<file path="src/rtl/core/four_level_page_table_walker_unit_defines.svh">
// Assertion macros for the page table walker RTL.
// Each file that uses them includes this header; no other dependencies.
`ifndef FOUR_LEVEL_PAGE_TABLE_WALKER_UNIT_DEFINES_SVH
`define FOUR_LEVEL_PAGE_TABLE_WALKER_UNIT_DEFINES_SVH

`ifndef SYNTHESIS
// Condition must hold at every clock edge outside reset.
`define PTW_ASSERT_ALWAYS(name, cond, msg) \
  name: assert property (@(posedge clk) disable iff (rst) (cond)) else $error(msg);
// Antecedent at one edge implies the consequent at the next edge.
`define PTW_ASSERT_NEXT(name, ante, cons, msg) \
  name: assert property (@(posedge clk) disable iff (rst) (ante) |=> (cons)) else $error(msg);
`else
`define PTW_ASSERT_ALWAYS(name, cond, msg)
`define PTW_ASSERT_NEXT(name, ante, cons, msg)
`endif

`endif

</file>
<file path="src/rtl/core/ptw_pkg.sv">
// Types, constants and helpers shared by the page table walker modules.
// No dependencies.
`default_nettype none

package ptw_pkg;

  localparam int ADDR_W    = 48;
  localparam int DESC_W    = 64;
  localparam int LEVEL_W   = 2;
  localparam int INDEX_W   = 9;
  localparam int OFFSET_W  = 12;

  localparam logic [LEVEL_W-1:0] LEVEL_FIRST = 2'd0;
  localparam logic [LEVEL_W-1:0] LEVEL_LAST  = 2'd3;

  localparam logic CMD_TRANSLATE = 1'b0;
  localparam logic CMD_RESPONSE  = 1'b1;

  localparam logic KIND_READ = 1'b0;
  localparam logic KIND_DONE = 1'b1;

  // One result beat
  typedef struct packed {
    logic              kind;
    logic [ADDR_W-1:0] address;
    logic              fault;
  } ptw_result_t;

  // Outcome of one accepted beat: result push plus next walk state
  typedef struct packed {
    logic               push;
    ptw_result_t        result;
    logic               walking;
    logic [LEVEL_W-1:0] level;
    logic [ADDR_W-1:0]  held;
  } ptw_step_t;

  // Table index for a level: bits 47:39, 38:30, 29:21, 20:12
  function automatic logic [INDEX_W-1:0] table_index(input logic [ADDR_W-1:0] addr,
                                                     input logic [LEVEL_W-1:0] level);
    logic [INDEX_W-1:0] idx;
    idx = addr[47:39];
    unique case (level)
      2'd0:    idx = addr[47:39];
      2'd1:    idx = addr[38:30];
      2'd2:    idx = addr[29:21];
      default: idx = addr[20:12];
    endcase
    return idx;
  endfunction

  // Descriptor read address: table base with index scaled by 8 bytes
  function automatic logic [ADDR_W-1:0] desc_addr(input logic [ADDR_W-1:0] base,
                                                  input logic [INDEX_W-1:0] idx);
    return {base[ADDR_W-1:OFFSET_W], idx, 3'b000};
  endfunction

endpackage

`default_nettype wire

</file>
<file path="src/rtl/core/ptw_step.sv">
// Next-state and result logic for one beat of the page table walker.
// Depends on ptw_pkg.
`default_nettype none

module ptw_step (
  input  wire logic                         command,
  input  wire logic [ptw_pkg::ADDR_W-1:0]   in_address,
  input  wire logic [ptw_pkg::DESC_W-1:0]   descriptor,
  input  wire logic [ptw_pkg::ADDR_W-1:0]   table_root,
  input  wire logic                         walking,
  input  wire logic [ptw_pkg::LEVEL_W-1:0]  walk_level,
  input  wire logic [ptw_pkg::ADDR_W-1:0]   held_address,
  output ptw_pkg::ptw_step_t                step
);

  logic [ptw_pkg::LEVEL_W-1:0] level_inc;
  logic [ptw_pkg::ADDR_W-1:0]  desc_base;

  assign level_inc = walk_level + ptw_pkg::LEVEL_W'(1);
  assign desc_base = descriptor[ptw_pkg::ADDR_W-1:0];

  always_comb begin
    // default: drop the beat, keep state
    step.push           = 1'b0;
    step.result.kind    = ptw_pkg::KIND_READ;
    step.result.address = '0;
    step.result.fault   = 1'b0;
    step.walking        = walking;
    step.level          = walk_level;
    step.held           = held_address;

    if (command == ptw_pkg::CMD_TRANSLATE) begin
      // start a walk unless one is already running
      if (!walking) begin
        step.push           = 1'b1;
        step.walking        = 1'b1;
        step.level          = ptw_pkg::LEVEL_FIRST;
        step.held           = in_address;
        step.result.address = ptw_pkg::desc_addr(table_root,
                                ptw_pkg::table_index(in_address, ptw_pkg::LEVEL_FIRST));
      end
    end else if (walking) begin
      step.push = 1'b1;
      if (!descriptor[0]) begin
        // invalid descriptor ends the walk with a fault
        step.walking      = 1'b0;
        step.level        = ptw_pkg::LEVEL_FIRST;
        step.result.kind  = ptw_pkg::KIND_DONE;
        step.result.fault = 1'b1;
      end else if (walk_level != ptw_pkg::LEVEL_LAST) begin
        step.level          = level_inc;
        step.result.address = ptw_pkg::desc_addr(desc_base,
                                ptw_pkg::table_index(held_address, level_inc));
      end else begin
        // leaf: page base plus page offset
        step.walking        = 1'b0;
        step.level          = ptw_pkg::LEVEL_FIRST;
        step.result.kind    = ptw_pkg::KIND_DONE;
        step.result.address = {desc_base[ptw_pkg::ADDR_W-1:ptw_pkg::OFFSET_W],
                               held_address[ptw_pkg::OFFSET_W-1:0]};
      end
    end
  end

endmodule

`default_nettype wire

</file>
<file path="src/rtl/core/ptw_out_buf.sv">
// Two-entry output buffer (output register plus skid register) for result beats.
// Depends on ptw_pkg.
`default_nettype none

module ptw_out_buf (
  input  wire logic                 clk,
  input  wire logic                 rst,
  input  wire logic                 push,
  input  ptw_pkg::ptw_result_t      push_data,
  output logic                      push_ready,
  output logic                      out_valid,
  input  wire logic                 out_ready,
  output ptw_pkg::ptw_result_t      out_data
);

  logic                 skid_valid;
  ptw_pkg::ptw_result_t skid_data;
  logic                 out_free;

  assign push_ready = !skid_valid;
  assign out_free   = !out_valid || out_ready;

  // control
  always_ff @(posedge clk) begin
    if (rst) begin
      out_valid  <= 1'b0;
      skid_valid <= 1'b0;
    end else if (out_free) begin
      out_valid  <= skid_valid || push;
      skid_valid <= 1'b0;
    end else if (push) begin
      skid_valid <= 1'b1;
    end
  end

  // payload
  always_ff @(posedge clk) begin
    if (out_free) begin
      out_data <= skid_valid ? skid_data : push_data;
    end else if (push) begin
      skid_data <= push_data;
    end
  end

endmodule

`default_nettype wire

</file>
<file path="src/rtl/core/four_level_page_table_walker_unit.sv">
// Four-level 4 KB-granule page table walker: one beat in, at most one beat out.
// A result beat is registered in the output buffer before it is valid.
// Throughput: 1 beat in per cycle while skid is empty; buffer absorbs one stall.
// Reset clears table_root, the walk state and the output buffer.
// Depends on ptw_pkg, ptw_step, ptw_out_buf and the defines header.
`default_nettype none
`include "four_level_page_table_walker_unit_defines.svh"

module four_level_page_table_walker_unit (
  input  wire logic                        clk,
  input  wire logic                        rst,
  input  wire logic                        cfg_we,
  input  wire logic [ptw_pkg::ADDR_W-1:0]  cfg_wdata,
  input  wire logic                        in_valid,
  output logic                             in_ready,
  input  wire logic                        command,
  input  wire logic [ptw_pkg::ADDR_W-1:0]  in_address,
  input  wire logic [ptw_pkg::DESC_W-1:0]  descriptor,
  output logic                             out_valid,
  input  wire logic                        out_ready,
  output logic                             kind,
  output logic [ptw_pkg::ADDR_W-1:0]       out_address,
  output logic                             fault
);

  logic [ptw_pkg::ADDR_W-1:0]  table_root;
  logic                        walking;
  logic [ptw_pkg::LEVEL_W-1:0] walk_level;
  logic [ptw_pkg::ADDR_W-1:0]  held_address;

  logic                        in_beat;
  ptw_pkg::ptw_step_t          step;
  ptw_pkg::ptw_result_t        out_data;

  assign in_beat = in_valid && in_ready;

  // config register
  always_ff @(posedge clk) begin
    if (rst) begin
      table_root <= '0;
    end else if (cfg_we) begin
      table_root <= cfg_wdata;
    end
  end

  ptw_step u_step (
    .command      (command),
    .in_address   (in_address),
    .descriptor   (descriptor),
    .table_root   (table_root),
    .walking      (walking),
    .walk_level   (walk_level),
    .held_address (held_address),
    .step         (step)
  );

  // walk state, updated on each accepted beat
  always_ff @(posedge clk) begin
    if (rst) begin
      walking      <= 1'b0;
      walk_level   <= ptw_pkg::LEVEL_FIRST;
      held_address <= '0;
    end else if (in_beat) begin
      walking      <= step.walking;
      walk_level   <= step.level;
      held_address <= step.held;
    end
  end

  ptw_out_buf u_out_buf (
    .clk        (clk),
    .rst        (rst),
    .push       (in_beat && step.push),
    .push_data  (step.result),
    .push_ready (in_ready),
    .out_valid  (out_valid),
    .out_ready  (out_ready),
    .out_data   (out_data)
  );

  assign kind        = out_data.kind;
  assign out_address = out_data.address;
  assign fault       = out_data.fault;

  // checks
  `PTW_ASSERT_ALWAYS(a_level_idle, walking || (walk_level == ptw_pkg::LEVEL_FIRST), "level set while idle")
  `PTW_ASSERT_ALWAYS(a_fault_shape, !(out_valid && fault) || (kind && (out_address == '0)), "bad fault beat")
  `PTW_ASSERT_ALWAYS(a_stall_only_full, in_ready || out_valid, "input stalled with empty output")
  `PTW_ASSERT_NEXT(a_busy_translate_drop, in_beat && (command == ptw_pkg::CMD_TRANSLATE) && walking, $stable(held_address) && walking, "translate not dropped while walking")
  `PTW_ASSERT_NEXT(a_idle_resp_drop, in_beat && (command == ptw_pkg::CMD_RESPONSE) && !walking && !out_valid, !out_valid, "response while idle produced a beat")

endmodule

`default_nettype wire
</file>
<file path="config.mk">
export PLATFORM = sky130hd
export DESIGN_NAME = four_level_page_table_walker_unit
export DESIGN_NICKNAME = d
export VERILOG_FILES = /design/src/rtl/core/ptw_pkg.sv /design/src/rtl/core/ptw_step.sv /design/src/rtl/core/ptw_out_buf.sv /design/src/rtl/core/four_level_page_table_walker_unit.sv
export VERILOG_INCLUDE_DIRS = /design/src /design/src/rtl/core
export SDC_FILE = /design/constraint.sdc
export NUM_CORES = 1
export LEC_CHECK = 0
export BUFFER_PORTS_ARGS = -buffer_cell sky130_fd_sc_hd__buf_2
export CORE_UTILIZATION = 52
export CTS_CLUSTER_DIAMETER = 30
export DETAILED_ROUTE_END_ITERATION = 8
export PLACE_DENSITY = 0.9
export SKIP_CTS_REPAIR_TIMING = 1
export SYNTH_ARGS = -nofsm -noshare
export SYNTH_HDL_FRONTEND = slang
export SYNTH_SLANG_ARGS = --single-unit
</file>
<file path="constraint.sdc">
create_clock -name clk -period 5.3 [get_ports clk]
set_input_delay 0.795 -clock clk [delete_from_list [all_inputs] [get_ports clk]]
set_output_delay 0.795 -clock clk [all_outputs]
set_load 0.01 [all_outputs]
</file>
==> results.py <==
metrics = {
    "outcome": {
        "status": "complete, no violations",
    },
    "global_routing": {
        "grt_pass1_wl_mm": 25.8,
        "antenna_found_initial": 1,
        "grt_pass1_vias": 5156,
        "track_usage_pct": 22.8,
        "grt_max_degree": 90,
        "globalRoute.totalOverflow": 0,
    },
    "synthesis": {
        "synthTopCellsByArea": "edfxtp_1 39%, dfxtp_1 23%, nand2_1 7.3%, mux2_2 5.7%, mux2i_1 4.7%",
        "avgSynthCellArea_um2": 11.4,
        "syn_area_mm2": 0.00766,
        "ys_seq_area_share_pct": 62.4,
        "ys_types": 29,
        "netlist_instances": 672,
        "ys_ff_latch": 189,
        "synth_fp_nets": 844,
        "synth_top_area_share_pct": 39.2,
        "synth_top_area_cell": "edfxtp_1",
        "ys_warn_count": 0,
    },
    "worst_setup_path": {
        "crit_required_ns": 4.51,
        "timing.rr.start": "walking",
        "arrival_ns": 1.90,
        "startpoint_type": "flop",
        "critical_path.startpoint": "u_out_buf.skid_valid",
        "cp-end-kind": "primary output",
        "critPathBufInv": 3,
        "path_delay_family": "buffers and inverters",
        "max_stage_delay_ns": 0.65,
        "reg2reg_depth": 5,
        "path_cells": "buf_4, inv_2, buf_2",
        "rrSetupSlack_ns": 2.85,
        "worst_path_max_delay_cell": "inv_2",
        "cp_max_fo": 41,
        "r2r-end": "u_out_buf.skid_data[14]",
        "path_class": "flop to primary output",
    },
    "run": {
        "maxCapViolCount": 0,
    },
    "drt": {
        "drt-total-wl_mm": 17.1,
        "drc": 0,
        "drt_iter0_markers": 393,
        "ant_nets": 0,
        "via_per_inst": 5.39,
        "drt_first_pass_iters": 4,
        "wl_per_cell_um": 16.6,
        "vias": 5542,
    },
    "floorplanning": {
        "initial_utilization_pct": 52.9,
        "core_area_mm2": 0.0145,
        "dieArea_mm2": 0.0152,
        "die_width_um": 123,
        "row_count": 44,
        "die_h_um": 123,
        "ios": 218,
    },
    "sta": {
        "skew_ns": 0.00794,
        "fin_ws_ns": 2.60,
        "setup_viol": 0,
        "period_needed_ns": 2.70,
        "slew_headroom_pct": 21.9,
        "tns_ns": 0,
        "tightest_slew_ns": 1.17,
        "hold_ws_ns": 0.453,
        "max_freq_ghz": 0.371,
        "period_share_pct": 50.8,
        "rsz0062_at_grt": "false",
        "hold_violations": 0,
        "maxSlewViolCount": 0,
    },
    "final_layout": {
        "utilization_pct": 63.6,
        "drive_gt1_share_pct": 30.6,
        "syn2layout_area_growth_pct": 20.1,
        "design_area_mm2": 0.00921,
        "final_net_count": 1001,
    },
    "clock_tree": {
        "cts_num_sinks": 189,
        "tritoncts": "done",
        "ctsHtreeMaxLevel": 4,
        "cts_buffers": 17,
        "clockBufferDepth": 2,
        "cts-root-buf": "clkbuf_16",
        "worstSkewPairLatency_ns": 0.43,
        "path_clk_slew_ns": 0.06,
    },
    "hold_path": {
        "hp-class": "flop to flop",
        "holdPathStages": 2,
        "hold_end": "held_address[2]",
        "min_from": "held_address[2]",
    },
    "pwr": {
        "cellPowerDensity_mw_per_mm2": 347,
        "leakage_nw": 3.97,
        "max-vdd-ir-drop_v": 0.000224,
    },
    "placed_design": {
        "finalWeightedCongestion": 0.837,
        "placed_cell_area_mm2": 0.00860,
        "place_ws_ns": 2.30,
        "io_buffers": 178,
        "hpwlAfterDp_mm": 11.0,
    },
}
## per-stage QoR
stage                     instances  power [mW]
final                          1028        3.19
after global routing           1027        3.32
after CTS                      1026        3.22
after detailed placement        994        1.94
after global placement          994        1.93
after floorplan                 672        1.82
## sequential cells by signal, summed over array words and instances (netlist names)
signal,count
walk_level,2
walking,1
u_out_buf.skid_data,50
u_out_buf.skid_valid,1
table_root,36
held_address,48
u_out_buf.out_data,50
u_out_buf.out_valid,1
## cell usage in the layout, fill, tap and decap left out, types with 10 or more instances in the layout
cell and instances:
o21ai_0 19, dfxtp_1 89, edfxtp_1 100, mux2_2 39, nand2_1 149, nand3_1 11
nor2_1 41, mux2i_1 36, buf_2 178, a22o_1 36, a21oi_1 52, nor2b_1 10
clkbuf_16 17
## final cells by class
cell class / count / area (um2)
diodes: 2 / 5.00
well taps: 184 / 230
flip-flops and latches: 189 / 4780
fillers: 1145 / 5270
repair buffers: 184 / 936
clock buffers: 19 / 433
multi-input cells: 432 / 2640
clock inverters: 13 / 164
inverters: 5 / 18.8
## synth_stat cells, drive strengths merged
library cell	instances
nor3	1
o21ai	19
nand3	11
dfxtp	89
a21oi	52
and3	4
and2	1
nor2b	11
nand2b	3
a22o	36
o221ai	9
clkbuf	24
mux2i	36
mux2	39
edfxtp	100
inv	5
buf	22
nand2	149
or4	1
o31ai	2
nor2	43
ha	6
a22oi	9
## tightest hold or removal path, stage by stage (launching register included)
cell     delay, ns
dfxtp_1       0.31
nand2_1       0.05
a21oi_1       0.05
## how the worst max path moves through the flow
stage	to	slack, ns	depth (start not counted)
floorplan	u_out_buf.skid_data[0]	0.54	2
global placement	u_out_buf.skid_data[22]	2.35	6
detailed placement	u_out_buf.skid_data[22]	2.30	6
CTS	in_ready	2.56	3
global route	in_ready	2.47	3
finish	in_ready	2.60	3
## kinds of logic (layout without fill, tap and decap cells)
| kind of cell | count (synthesis) | count (layout) | synth area share [%] |
|---|---|---|---|
| AO/OA/AOI/OAI | 127 | 127 | 10.9 |
| adder cells (fa/ha/maj) | 6 | 6 | 0.979 |
| buffers and inverters | 51 | 221 | 3.41 |
| flip-flops | 189 | 189 | 62.4 |
| multiplexers | 75 | 75 | 10.4 |
| other | 0 | 2 | 0 |
| AND/OR/NAND/NOR | 224 | 224 | 11.9 |
## power breakdown
group	switching (mW)	leakage, nW	internal, mW
logic	0.149	1.87	0.116
clock network	0.540	0.290	0.746
registers	0.0285	1.82	1.61
total	0.718	3.97	2.47
## metal layers
metal / up-vias / share of wire [%] / GRT usage [%]
li1: 2700 / - / -
met1: 2608 / 42 / 27.7
met2: 201 / 50 / 38.2
met3: 33 / 5.4 / 4.89
met4: 0 / 2.6 / 11.4
met5: - / 0 / 0
Power figures use the tool's default switching activity.
